$ cat src/rtl/gce_pkg.sv
package gce_pkg;

   localparam int PIX_W          = 8;
   localparam int COLOR_W        = 32;
   localparam int CHAN_W         = 8;
   localparam int NUM_CHAN       = COLOR_W / CHAN_W;
   localparam int D2_W           = 16;
   localparam int LIN_T_W        = 16;
   localparam int T_W            = 17;
   localparam int SQRT_W         = 36;
   localparam int SQRT_TOP       = 34;
   localparam int SQRT_STAGES    = 6;
   localparam int SQRT_PER_STAGE = 3;
   localparam int PROD_W         = CHAN_W + T_W;
   localparam int SUM_W          = PROD_W + 1;
   localparam int FRAC_W         = 16;

   localparam logic [T_W-1:0]   T_ONE       = T_W'(65536);
   localparam logic [D2_W-1:0]  D2_LIMIT    = D2_W'(16384);
   localparam logic [SUM_W-1:0] ROUND_HALF  = SUM_W'(32768);

   localparam logic [1:0] MODE_SOLID  = 2'd0;
   localparam logic [1:0] MODE_LINEAR = 2'd1;
   localparam logic [1:0] MODE_RADIAL = 2'd2;

   localparam logic [1:0] CSR_PAINT_MODE  = 2'd0;
   localparam logic [1:0] CSR_COLOR_START = 2'd1;
   localparam logic [1:0] CSR_COLOR_END   = 2'd2;

   typedef enum logic [1:0] {
      TSEL_START  = 2'd0,
      TSEL_LINEAR = 2'd1,
      TSEL_RADIAL = 2'd2
   } tsel_type;

   // Sideband that rides along the square root stages.
   typedef struct packed {
      tsel_type             tsel;
      logic [LIN_T_W-1:0]   lin_t;
   } side_type;

   typedef struct packed {
      logic [SQRT_W-1:0] rem;
      logic [SQRT_W-1:0] root;
   } sqrt_state_type;

   // One step of the bit-by-bit integer square root.
   function automatic sqrt_state_type sqrt_step(input sqrt_state_type st,
                                                input logic [SQRT_W-1:0] bitv);
      sqrt_state_type    r;
      logic [SQRT_W-1:0] trial;
      trial = st.root + bitv;
      if (st.rem >= trial) begin
         r.rem  = st.rem - trial;
         r.root = (st.root >> 1) + bitv;
      end else begin
         r.rem  = st.rem;
         r.root = st.root >> 1;
      end
      return r;
   endfunction

endpackage

$ cat src/rtl/gce_sqrt_pipe.sv
module gce_sqrt_pipe (
   input  logic                    clock,
   input  logic                    reset,
   input  logic                    in_valid,
   input  gce_pkg::side_type       in_side,
   input  gce_pkg::sqrt_state_type in_state,
   output logic                    out_valid,
   output gce_pkg::side_type       out_side,
   output logic [gce_pkg::T_W-1:0] out_root
);
   import gce_pkg::*;

   logic           vld_ff  [SQRT_STAGES];
   side_type       side_ff [SQRT_STAGES];
   sqrt_state_type st_ff   [SQRT_STAGES];

   for (genvar s = 0; s < SQRT_STAGES; s++) begin : g_stage
      logic           prev_vld;
      side_type       prev_side;
      sqrt_state_type prev_st;
      sqrt_state_type st_in;

      if (s == 0) begin : g_first
         assign prev_vld  = in_valid;
         assign prev_side = in_side;
         assign prev_st   = in_state;
      end else begin : g_next
         assign prev_vld  = vld_ff[s-1];
         assign prev_side = side_ff[s-1];
         assign prev_st   = st_ff[s-1];
      end

      always_comb begin
         st_in = prev_st;
         for (int j = 0; j < SQRT_PER_STAGE; j++) begin
            st_in = sqrt_step(st_in,
               SQRT_W'(1) << (SQRT_TOP - 2 * (s * SQRT_PER_STAGE + j)));
         end
      end

      always_ff @(posedge clock) begin
         if (reset) begin
            vld_ff[s] <= 1'b0;
         end else begin
            vld_ff[s] <= prev_vld;
         end
      end

      always_ff @(posedge clock) begin
         side_ff[s] <= prev_side;
         st_ff[s]   <= st_in;
      end
   end

   assign out_valid = vld_ff[SQRT_STAGES-1];
   assign out_side  = side_ff[SQRT_STAGES-1];
   assign out_root  = st_ff[SQRT_STAGES-1].root[T_W-1:0];

endmodule

$ cat config.mk
export PLATFORM = sky130hd
export DESIGN_NAME = gce_sqrt_pipe
export DESIGN_NICKNAME = d
export VERILOG_FILES = /design/src/rtl/gce_pkg.sv /design/src/rtl/gce_sqrt_pipe.sv
export SDC_FILE = /design/constraint.sdc
export NUM_CORES = 2
export LEC_CHECK = 0
export ABC_CLOCK_PERIOD_IN_PS = 17900
export BUFFER_PORTS_ARGS = -buffer_cell sky130_fd_sc_hd__clkbuf_2
export CAP_MARGIN = 20
export CORE_MARGIN = 2
export CORE_UTILIZATION = 35
export CTS_CLUSTER_SIZE = 20
export DETAILED_ROUTE_END_ITERATION = 12
export HOLD_SLACK_MARGIN = 0.08
export PLACE_DENSITY = 0.59
export SKIP_LAST_GASP = 1
export SYNTH_ARGS = -nofsm -noshare
export SYNTH_HDL_FRONTEND = slang
export SYNTH_SLANG_ARGS = --single-unit
export TNS_END_PERCENT = 1
$ cat constraint.sdc
create_clock -name clock -period 17.9 [get_ports clock]
set_input_delay 3.58 -clock clock [delete_from_list [all_inputs] [get_ports clock]]
set_output_delay 3.58 -clock clock [all_outputs]
set_load 0.01 [all_outputs]
==> out/metrics.csv <==
metric,value,unit
num_antenna_cells,0,
synthSimpleGateAreaFrac,21.0,%
dr.pass1.iters,6,
synth_top_area_share,16.5,%
drtIter0Drc,4440,
crit_arrival,16600,ps
dr_wl_met2,86000,µm
top_layer,met4,
wl,184000,µm
grt-ovfl-total,0,
clockBufferDepth,3,
cp-start-kind,register,
synth-compound-area-share,23.9,%
hpwl,152000,µm
fill_cells,17500,
worstPathMaxFanout,35,
final_nets,8692,
utilization,38.2,%
rows,151,
hp-class,reg -> reg,
slowest_stage,a211oi_1,
syn_to_final_growth,8.64,%
synth_edf_count,0,
drive_above_1_share,6.91,%
rsz0062_at_grt,no,
yosysUniqueCellTypes,103,
tns,0,ps
synth.most_common_cell,nand2_1,
vias,56400,
postRouteAntennaNets,0,
syn-instance-count,7896,
yosys-top-cells-count,"797 x nand2_1, 683 x ha_1, 683 x xnor2_1",
slowest_delay,790,ps
wl_met1,85200,µm
synth_xor_area_share,15.8,%
clkSinkCount,491,
wl_per_cell,18.1,µm
fp.coreArea,0.169,mm²
numPortBuffers,128,
grt_pass1_wl,290000,µm
crit_type,reg -> reg,
synth-adder-area-share,15.0,%
synth-seq-cells,491,
clkTransAtPathRegs,60,ps
clock_latency,700,ps
die-area,0.173,mm²
yosys_warnings,0,
synth_ff_type,dfxtp_1,
relSlewSlack,26.7,%
seq_area,0.00983,mm²
period_minus_slack,15990,ps
routabilityCongestion,0.923,
setup_viol,0,
ctsResizeCount,0,
chipHeight,416,µm
timing.final.hold_violations,0,
via_per_inst,5.54,
dr_wl_met3,7990,µm
cts_setup_buffers,0,
drc_errors,0,
drv_slew,0,
post-route-period-util,89.3,%
cts_tree,yes,
max_cap_violations,0,
pin_count,129,
synth_area_leaders,"dfxtp_1 17%, ha_1 14%, xnor2_1 10%, xor2_1 5.8%, a21oi_1 5.2%",
cts_hold_buf,0,
grt_max_degree,69,
yosysTopAreaCell,dfxtp_1,
synth_top_family_by_area,compound AO/OA/AOI/OAI gates,
max_slew.worst_pin.slew,1090,ps
fmax,0.0625,GHz
grt.total_usage,20.4,%
status,"complete, no violations",
async_reset_ff_share,0,%
finalClockSkew,35.0,ps
initial_core_util,35.2,%
syn_area_per_cell,7.54,µm²
dieWidth,416,µm
endpoint_kind,register,
muxShareOfSynthArea,3.95,%
grt_pass1_vias,53300,
htree_num_levels,2,
antenna_found_initial,2,
cp_data_required_time,18510,ps
syn-cell-area,0.0595,mm²
cts-root-buf,clkbuf_16,
multi_input_area,0.0476,mm²
ys_seq_area_share,16.5,%
cts_buffers,60,
## stage by stage
stage / hold slack, ps / setup slack (ps) / instance area (µm²) / std cells
6_report: 317 / 1910 / 64700 / 10200
5_1_grt: 329 / 568 / 64700 / 10200
4_1_cts: 326 / 2070 / 64600 / 10200
3_3_place_gp: 310 / 2140 / 62500 / 10100
3_5_place_dp: 312 / 2060 / 62500 / 10100
2_1_floorplan: 310 / 3370 / 59600 / 7908
## flip-flops by register name (all words and copies together), names as in the netlist
signal / cells
vld_ff: 6
side_ff: 108
st_ff: 377
## layout make-up
class / instances / area share [%]
multi-input cells: 6818 / 73.6
flip-flops and latches: 491 / 15.2
well taps: 2218 / 4.29
clock buffers: 75 / 2.57
inverters: 362 / 2.10
repair buffers: 165 / 1.44
clock inverters: 38 / 0.819
## metal layers
metal | GRT usage [%] | up-vias
met5 | 0 | -
met4 | 5.49 | 0
met3 | 2.10 | 231
met2 | 34.9 | 1304
met1 | 27.2 | 26400
li1 | - | 28400
## cells in the final DEF, fill, tap and decap left out, types with 18 or more instances in the layout
cell / count
a211oi_1: 55
a21boi_0: 26
a21o_1: 374
a21oi_1: 617
a31oi_1: 81
and2_1: 49
and3_1: 87
and4_1: 24
buf_4: 36
clkbuf_16: 61
clkbuf_2: 128
dfxtp_1: 491
fa_1: 18
ha_1: 683
inv_1: 361
mux2_2: 174
mux2i_1: 39
nand2_1: 797
nand2b_1: 102
nand3_1: 205
nand3b_1: 18
nand4_1: 169
nor2_1: 611
nor2b_1: 98
nor3_1: 196
nor3b_1: 19
nor4_1: 46
o211ai_1: 45
o21a_1: 83
o21ai_0: 493
o21bai_1: 96
o31ai_1: 59
or2_2: 49
or3_1: 58
xnor2_1: 683
xor2_1: 394
## worst paths after layout
kind	startpoint	to	slack, ps	cells after the start
setup reg to reg	st_ff[4][6]$_DFF_P_	st_ff[5][10]$_DFF_P_	1910	54
setup / recovery	st_ff[4][6]$_DFF_P_	st_ff[5][10]$_DFF_P_	1910	54
hold reg to reg	side_ff[1][13]$_DFF_P_	side_ff[2][13]$_DFF_P_	320	0
hold / removal	side_ff[1][13]$_DFF_P_	side_ff[2][13]$_DFF_P_	320	0
## cell families after synthesis
kind of cell	count (synthesis)
other	2
XOR/XNOR	1077
buffers and inverters	599
AO/OA/AOI/OAI	2218
flip-flops	491
multiplexers	213
adder cells (fa/ha/maj)	701
AND/OR/NAND/NOR	2595
## worst max-delay path: cells and delay by family (launching register included)
kind	cells	cell delay (ps)
AO/OA/AOI/OAI	21	7440
XOR/XNOR	4	650
adder cells (fa/ha/maj)	5	1550
buffers and inverters	2	360
flip-flops	1	510
AND/OR/NAND/NOR	22	5330
Power is left out: the tool's default activity adds up to more than one toggle a clock period on the data nets, which glitch-free logic cannot reach.
