**config.mk**
```make
export PLATFORM = sky130hd
export DESIGN_NAME = gce_blend
export DESIGN_NICKNAME = d
export VERILOG_FILES = /design/src/rtl/gce_pkg.sv /design/src/rtl/gce_blend.sv
export SDC_FILE = /design/constraint.sdc
export NUM_CORES = 2
export LEC_CHECK = 0
export BUFFER_PORTS_ARGS = -buffer_cell sky130_fd_sc_hd__buf_2
export CORE_ASPECT_RATIO = 1.25
export CORE_MARGIN = 2
export CORE_UTILIZATION = 55
export DETAILED_ROUTE_END_ITERATION = 6
export GPL_TIMING_DRIVEN = 0
export PLACE_DENSITY = 0.72
export SETUP_SLACK_MARGIN = 0.1
export SLEW_MARGIN = 15
export SYNTH_ARGS = -nofsm -noshare
export SYNTH_HDL_FRONTEND = slang
export SYNTH_SLANG_ARGS = --single-unit
```
**constraint.sdc**
```tcl
create_clock -name clock -period 14.84 [get_ports clock]
set_input_delay 0.742 -clock clock [delete_from_list [all_inputs] [get_ports clock]]
set_output_delay 0.742 -clock clock [all_outputs]
set_load 0.02 [all_outputs]
```
**src/rtl/gce_pkg.sv**
```systemverilog
package gce_pkg;

   localparam int PIX_W          = 8;
   localparam int COLOR_W        = 32;
   localparam int CHAN_W         = 8;
   localparam int NUM_CHAN       = COLOR_W / CHAN_W;
   localparam int D2_W           = 16;
   localparam int LIN_T_W        = 16;
   localparam int T_W            = 17;
   localparam int SQRT_W         = 36;
   localparam int SQRT_TOP       = 34;
   localparam int SQRT_STAGES    = 6;
   localparam int SQRT_PER_STAGE = 3;
   localparam int PROD_W         = CHAN_W + T_W;
   localparam int SUM_W          = PROD_W + 1;
   localparam int FRAC_W         = 16;

   localparam logic [T_W-1:0]   T_ONE       = T_W'(65536);
   localparam logic [D2_W-1:0]  D2_LIMIT    = D2_W'(16384);
   localparam logic [SUM_W-1:0] ROUND_HALF  = SUM_W'(32768);

   localparam logic [1:0] MODE_SOLID  = 2'd0;
   localparam logic [1:0] MODE_LINEAR = 2'd1;
   localparam logic [1:0] MODE_RADIAL = 2'd2;

   localparam logic [1:0] CSR_PAINT_MODE  = 2'd0;
   localparam logic [1:0] CSR_COLOR_START = 2'd1;
   localparam logic [1:0] CSR_COLOR_END   = 2'd2;

   typedef enum logic [1:0] {
      TSEL_START  = 2'd0,
      TSEL_LINEAR = 2'd1,
      TSEL_RADIAL = 2'd2
   } tsel_type;

   // Sideband that rides along the square root stages.
   typedef struct packed {
      tsel_type             tsel;
      logic [LIN_T_W-1:0]   lin_t;
   } side_type;

   typedef struct packed {
      logic [SQRT_W-1:0] rem;
      logic [SQRT_W-1:0] root;
   } sqrt_state_type;

   // One step of the bit-by-bit integer square root.
   function automatic sqrt_state_type sqrt_step(input sqrt_state_type st,
                                                input logic [SQRT_W-1:0] bitv);
      sqrt_state_type    r;
      logic [SQRT_W-1:0] trial;
      trial = st.root + bitv;
      if (st.rem >= trial) begin
         r.rem  = st.rem - trial;
         r.root = (st.root >> 1) + bitv;
      end else begin
         r.rem  = st.rem;
         r.root = st.root >> 1;
      end
      return r;
   endfunction

endpackage

```
**src/rtl/gce_blend.sv**
```systemverilog
module gce_blend (
   input  logic                        clock,
   input  logic                        reset,
   input  logic                        in_valid,
   input  gce_pkg::side_type           in_side,
   input  logic [gce_pkg::T_W-1:0]     in_root,
   input  logic [gce_pkg::COLOR_W-1:0] color_start,
   input  logic [gce_pkg::COLOR_W-1:0] color_end,
   output logic                        out_valid,
   output logic [gce_pkg::COLOR_W-1:0] out_color
);
   import gce_pkg::*;

   logic [T_W-1:0]    t_sel;
   logic [T_W-1:0]    t_inv;
   logic [PROD_W-1:0] ps_in [NUM_CHAN];
   logic [PROD_W-1:0] pe_in [NUM_CHAN];
   logic [PROD_W-1:0] ps_ff [NUM_CHAN];
   logic [PROD_W-1:0] pe_ff [NUM_CHAN];
   logic              prod_vld_ff;
   logic [SUM_W-1:0]  sum   [NUM_CHAN];
   logic [COLOR_W-1:0] color_in;
   logic [COLOR_W-1:0] color_ff;
   logic              out_vld_ff;

   // The start color falls out of the blend with t at zero.
   always_comb begin
      unique case (in_side.tsel)
         TSEL_LINEAR: t_sel = {1'b0, in_side.lin_t};
         TSEL_RADIAL: t_sel = (in_root > T_ONE) ? T_ONE : in_root;
         default:     t_sel = '0;
      endcase
      t_inv = T_ONE - t_sel;
      for (int c = 0; c < NUM_CHAN; c++) begin
         ps_in[c] = PROD_W'(color_start[c*CHAN_W +: CHAN_W]) * PROD_W'(t_inv);
         pe_in[c] = PROD_W'(color_end[c*CHAN_W +: CHAN_W]) * PROD_W'(t_sel);
      end
   end

   always_comb begin
      for (int c = 0; c < NUM_CHAN; c++) begin
         sum[c] = SUM_W'(ps_ff[c]) + SUM_W'(pe_ff[c]) + ROUND_HALF;
         color_in[c*CHAN_W +: CHAN_W] = sum[c][FRAC_W +: CHAN_W];
      end
   end

   always_ff @(posedge clock) begin
      if (reset) begin
         prod_vld_ff <= 1'b0;
         out_vld_ff  <= 1'b0;
      end else begin
         prod_vld_ff <= in_valid;
         out_vld_ff  <= prod_vld_ff;
      end
   end

   always_ff @(posedge clock) begin
      for (int c = 0; c < NUM_CHAN; c++) begin
         ps_ff[c] <= ps_in[c];
         pe_ff[c] <= pe_in[c];
      end
      color_ff <= color_in;
   end

   assign out_valid = out_vld_ff;
   assign out_color = color_ff;

endmodule

```
==> run_results.csv <==
group,metric,value,unit
cells_and_area,final_cell_mix,"747 x inv_1, 712 x fa_1, 519 x ha_1",
timing,grt_setup_unrepaired,"false",
floorplan,die_w,249,um
timing,skew,0.0154,ns
detailed_routing,drcViolationCount,16,
worst_setup_path,crit_required,15.30,ns
power_and_ir_drop,p_leak,21.4,nW
cells_and_area,multiInputGateArea,33100,um^2
timing,slew_headroom,23.1,%
grt,antenna_found_initial,12,
cells_and_area,final_nets,5975,
detailed_routing,drt_wl_total,116,mm
cts,hold_buffers,0,
cts,cts.sinks,226,
grt,grt_pass1_wl,181,mm
power_and_ir_drop,pwr-share-comb,79.0,%
cells_and_area,layout_commonest_cell,"inv_1",
yosys,ys.warnings.count,0,
cells_and_area,syn_to_final_growth,6.82,%
cts,cts.clk_slew.worst_paths,0.06,ns
cts,cts_resized,0,
yosys,synthArstFlopShare,0,%
worst_setup_path,endpoint_kind,"flop",
place,placedInstanceArea,43000,um^2
yosys,postSynthCellCount,4489,
worst_setup_path,cp-start-kind,"primary input",
cts,clock_latency,0.60,ns
cells_and_area,regArea,4520,um^2
detailed_routing,vias_per_cell,5.57,
floorplan,die-area,77100,um^2
yosys,syn_avg_cell_area,9.17,um^2
timing,tightest_slew,1.15,ns
cells_and_area,fillers,6554,
worst_setup_path,slowest_delay,0.89,ns
timing,fmax,105,MHz
cells_and_area,fin_area,44000,um^2
power_and_ir_drop,power_frac_seq,12.3,%
worst_setup_path,cp_slowest_cell,"clkbuf_1",
run_status,failed_checks,"DRC",
timing,final_max_slew_viol_count,0,
yosys,ys_types,71,
yosys,synthesis.area,41200,um^2
timing,setup-violations-final,0,
power_and_ir_drop,powerDensity,193,nW/um^2
cts,cts_setup_buffers,0,
detailed_routing,first_pass_iters,7,
worst_setup_path,rrSetupSlack,11.19,ns
yosys,ys_ff_latch,226,
floorplan,initial_utilization,55.3,%
timing,min_period_over_period,64.4,%
job,cap_violations,0,
grt,grt_pass1_vias,32960,
timing,hold_violations,0,
worst_setup_path,critPathArrivalTime,10.03,ns
cts,cts_made_buffers,29,
timing,fin_crit,9.56,ns
floorplan,die_h,310,um
floorplan,design.core.area,74400,um^2
worst_setup_path,cp_common_cell,"fa_1",
worst_setup_path,critPathKind,"in2reg",
detailed_routing,detail-route-antenna-nets,0,
power_and_ir_drop,clockPowerShare,8.7,%
place,dp_hpwl,96.3,mm
power_and_ir_drop,p_sw_share,51.3,%
floorplan,rows,112,
cts,clock-root-buffer,"clkbuf_16",
hold_path,hp-class,"in2reg",
timing,finalSetupTns,0,ns
worst_setup_path,path_max_fanout,10,
place,io_buffers,122,
run_status,status,"finished, violations left",
cts,clockBufferDepth,3,
power_and_ir_drop,switchingPower,4.37,mW
detailed_routing,vias,31359,
yosys,ys.flop_type,"dfxtp_1",
power_and_ir_drop,max-vdd-ir-drop,168,uV
cells_and_area,drive_gt1_share,5.04,%
grt,grt_max_degree,15,
power_and_ir_drop,internal_power,4.14,mW
floorplan,ios,135,
yosys,synth_edf_count,0,
cts,cts.htree.levels,1,
grt,grt_usage,30.8,%
grt,grt.overflow.total,0,
yosys,seq_area_frac_synth,11.0,%
place,gp_congestion,0.974,
cts,cts_tree,"built",
detailed_routing,dr.first_iter.drc_count,2054,
yosys,syn-num-nets,5822,
detailed_routing,wire_per_inst,20.6,um
-- cell type report --
class                           count  area share, %
Multi-Input combinational cell   3322           75.2
Inverter                          749           6.39
Timing Repair Buffer              122           1.39
Clock buffer                       34           1.76
Tap cell                          969           2.76
Sequential cell                   226           10.3
Clock inverter                     17          0.438
Buffer                            192           1.75
Antenna cell                        4         0.0228
-- state kept, by name (all words and copies together) (netlist names) --
| register | cells |
|---|---|
| prod_vld_ff | 1 |
| out_color | 32 |
| out_valid | 1 |
| pe_ff | 96 |
| ps_ff | 96 |
-- metrics by stage --
stage | worst slack (ns) | hold slack [ns] | instances | power [mW] | utilization, %
finish | 5.28 | 0.308 | 5635 | 8.51 | 59.1
global route | 4.93 | 0.306 | 5634 | 9.40 | 59.1
CTS | 5.51 | 0.275 | 5631 | 8.54 | 59.1
detailed placement | 4.95 | 0.430 | 5580 | 7.68 | 57.8
global placement | 4.97 | 0.419 | 5580 | 7.62 | 57.8
floorplan | 7.16 | 0.414 | 4489 | 5.82 | -
-- path summary, 6_finish.rpt --
path	end	from	cells after the start
max	ps_ff[1][23]	in_root[3]	29
min	prod_vld_ff	reset	2
max reg2reg	out_color[31]	pe_ff[3][2]	11
min reg2reg	out_valid	prod_vld_ff	1
-- worst max-delay path, delay by kind of cell --
family,cells,cell delay [ns]
adders and majority gates,6,2.87
AOI/OAI and AO/OA,8,2.37
buffers and inverters,7,1.92
and+or+nand+nor,6,1.52
xor gates and xnor gates,2,0.62
-- logic make-up (layout without fill, tap and decap cells) --
logic type,after synthesis,count (layout),share of synthesized area (%)
AO/OA/AOI/OAI,420,420,6.64
XOR/XNOR,213,213,4.55
adder cells (fa/ha/maj),1231,1231,50.4
buffers and inverters,941,1114,8.70
flip-flops,226,226,11.0
other,0,4,0
AND/OR/NAND/NOR,1458,1458,18.7
-- power by group through the flow --
stage                     Sequential (mW)  Combinational [mW]  Clock [mW]
final                                1.05                6.72       0.740
after global placement               1.05                6.56           0
after CTS                            1.05                6.74       0.755
after floorplan                      1.06                4.77           0
after global routing                 1.06                7.57       0.774
after detailed placement             1.05                6.63           0
-- layer usage --
layer | vias to the layer above | part of all wire [%] | global-route usage, %
met2 | 1157 | 48 | 53.2
met3 | 356 | 7.4 | 5.53
met4 | 4 | 6.2 | 16.3
li1 | 14185 | - | -
met5 | - | 0.022 | 0
met1 | 15657 | 38 | 36.8
-- synthesized netlist by cell type, types with 5 or more instances --
cell,number,area [um^2]
nor3_1,40,200
and2_1,461,2880
nor2b_1,233,1460
o21bai_1,19,143
o31ai_1,6,45.0
nand2b_1,16,100
clkbuf_1,162,608
nand3_1,35,175
dfxtp_1,226,4520
o31a_1,7,61.3
a21o_1,53,398
xnor2_1,164,1440
ha_1,519,6490
and2_4,22,193
a21oi_1,138,691
o22ai_1,7,43.8
or2_2,7,43.8
o21a_1,40,300
o21ai_0,61,305
a211oi_1,19,143
or3_1,7,43.8
a31oi_1,7,43.8
and3_1,30,188
xor2_1,48,420
a22o_1,12,105
buf_1,9,33.8
nand2_1,460,1730
nor2_1,116,435
inv_1,747,2800
buf_2,12,60.1
fa_1,712,14300
o41ai_1,5,43.8
nand4_1,11,68.8
o211ai_1,5,37.5
Note: power is estimated with default switching activity, not from simulation.
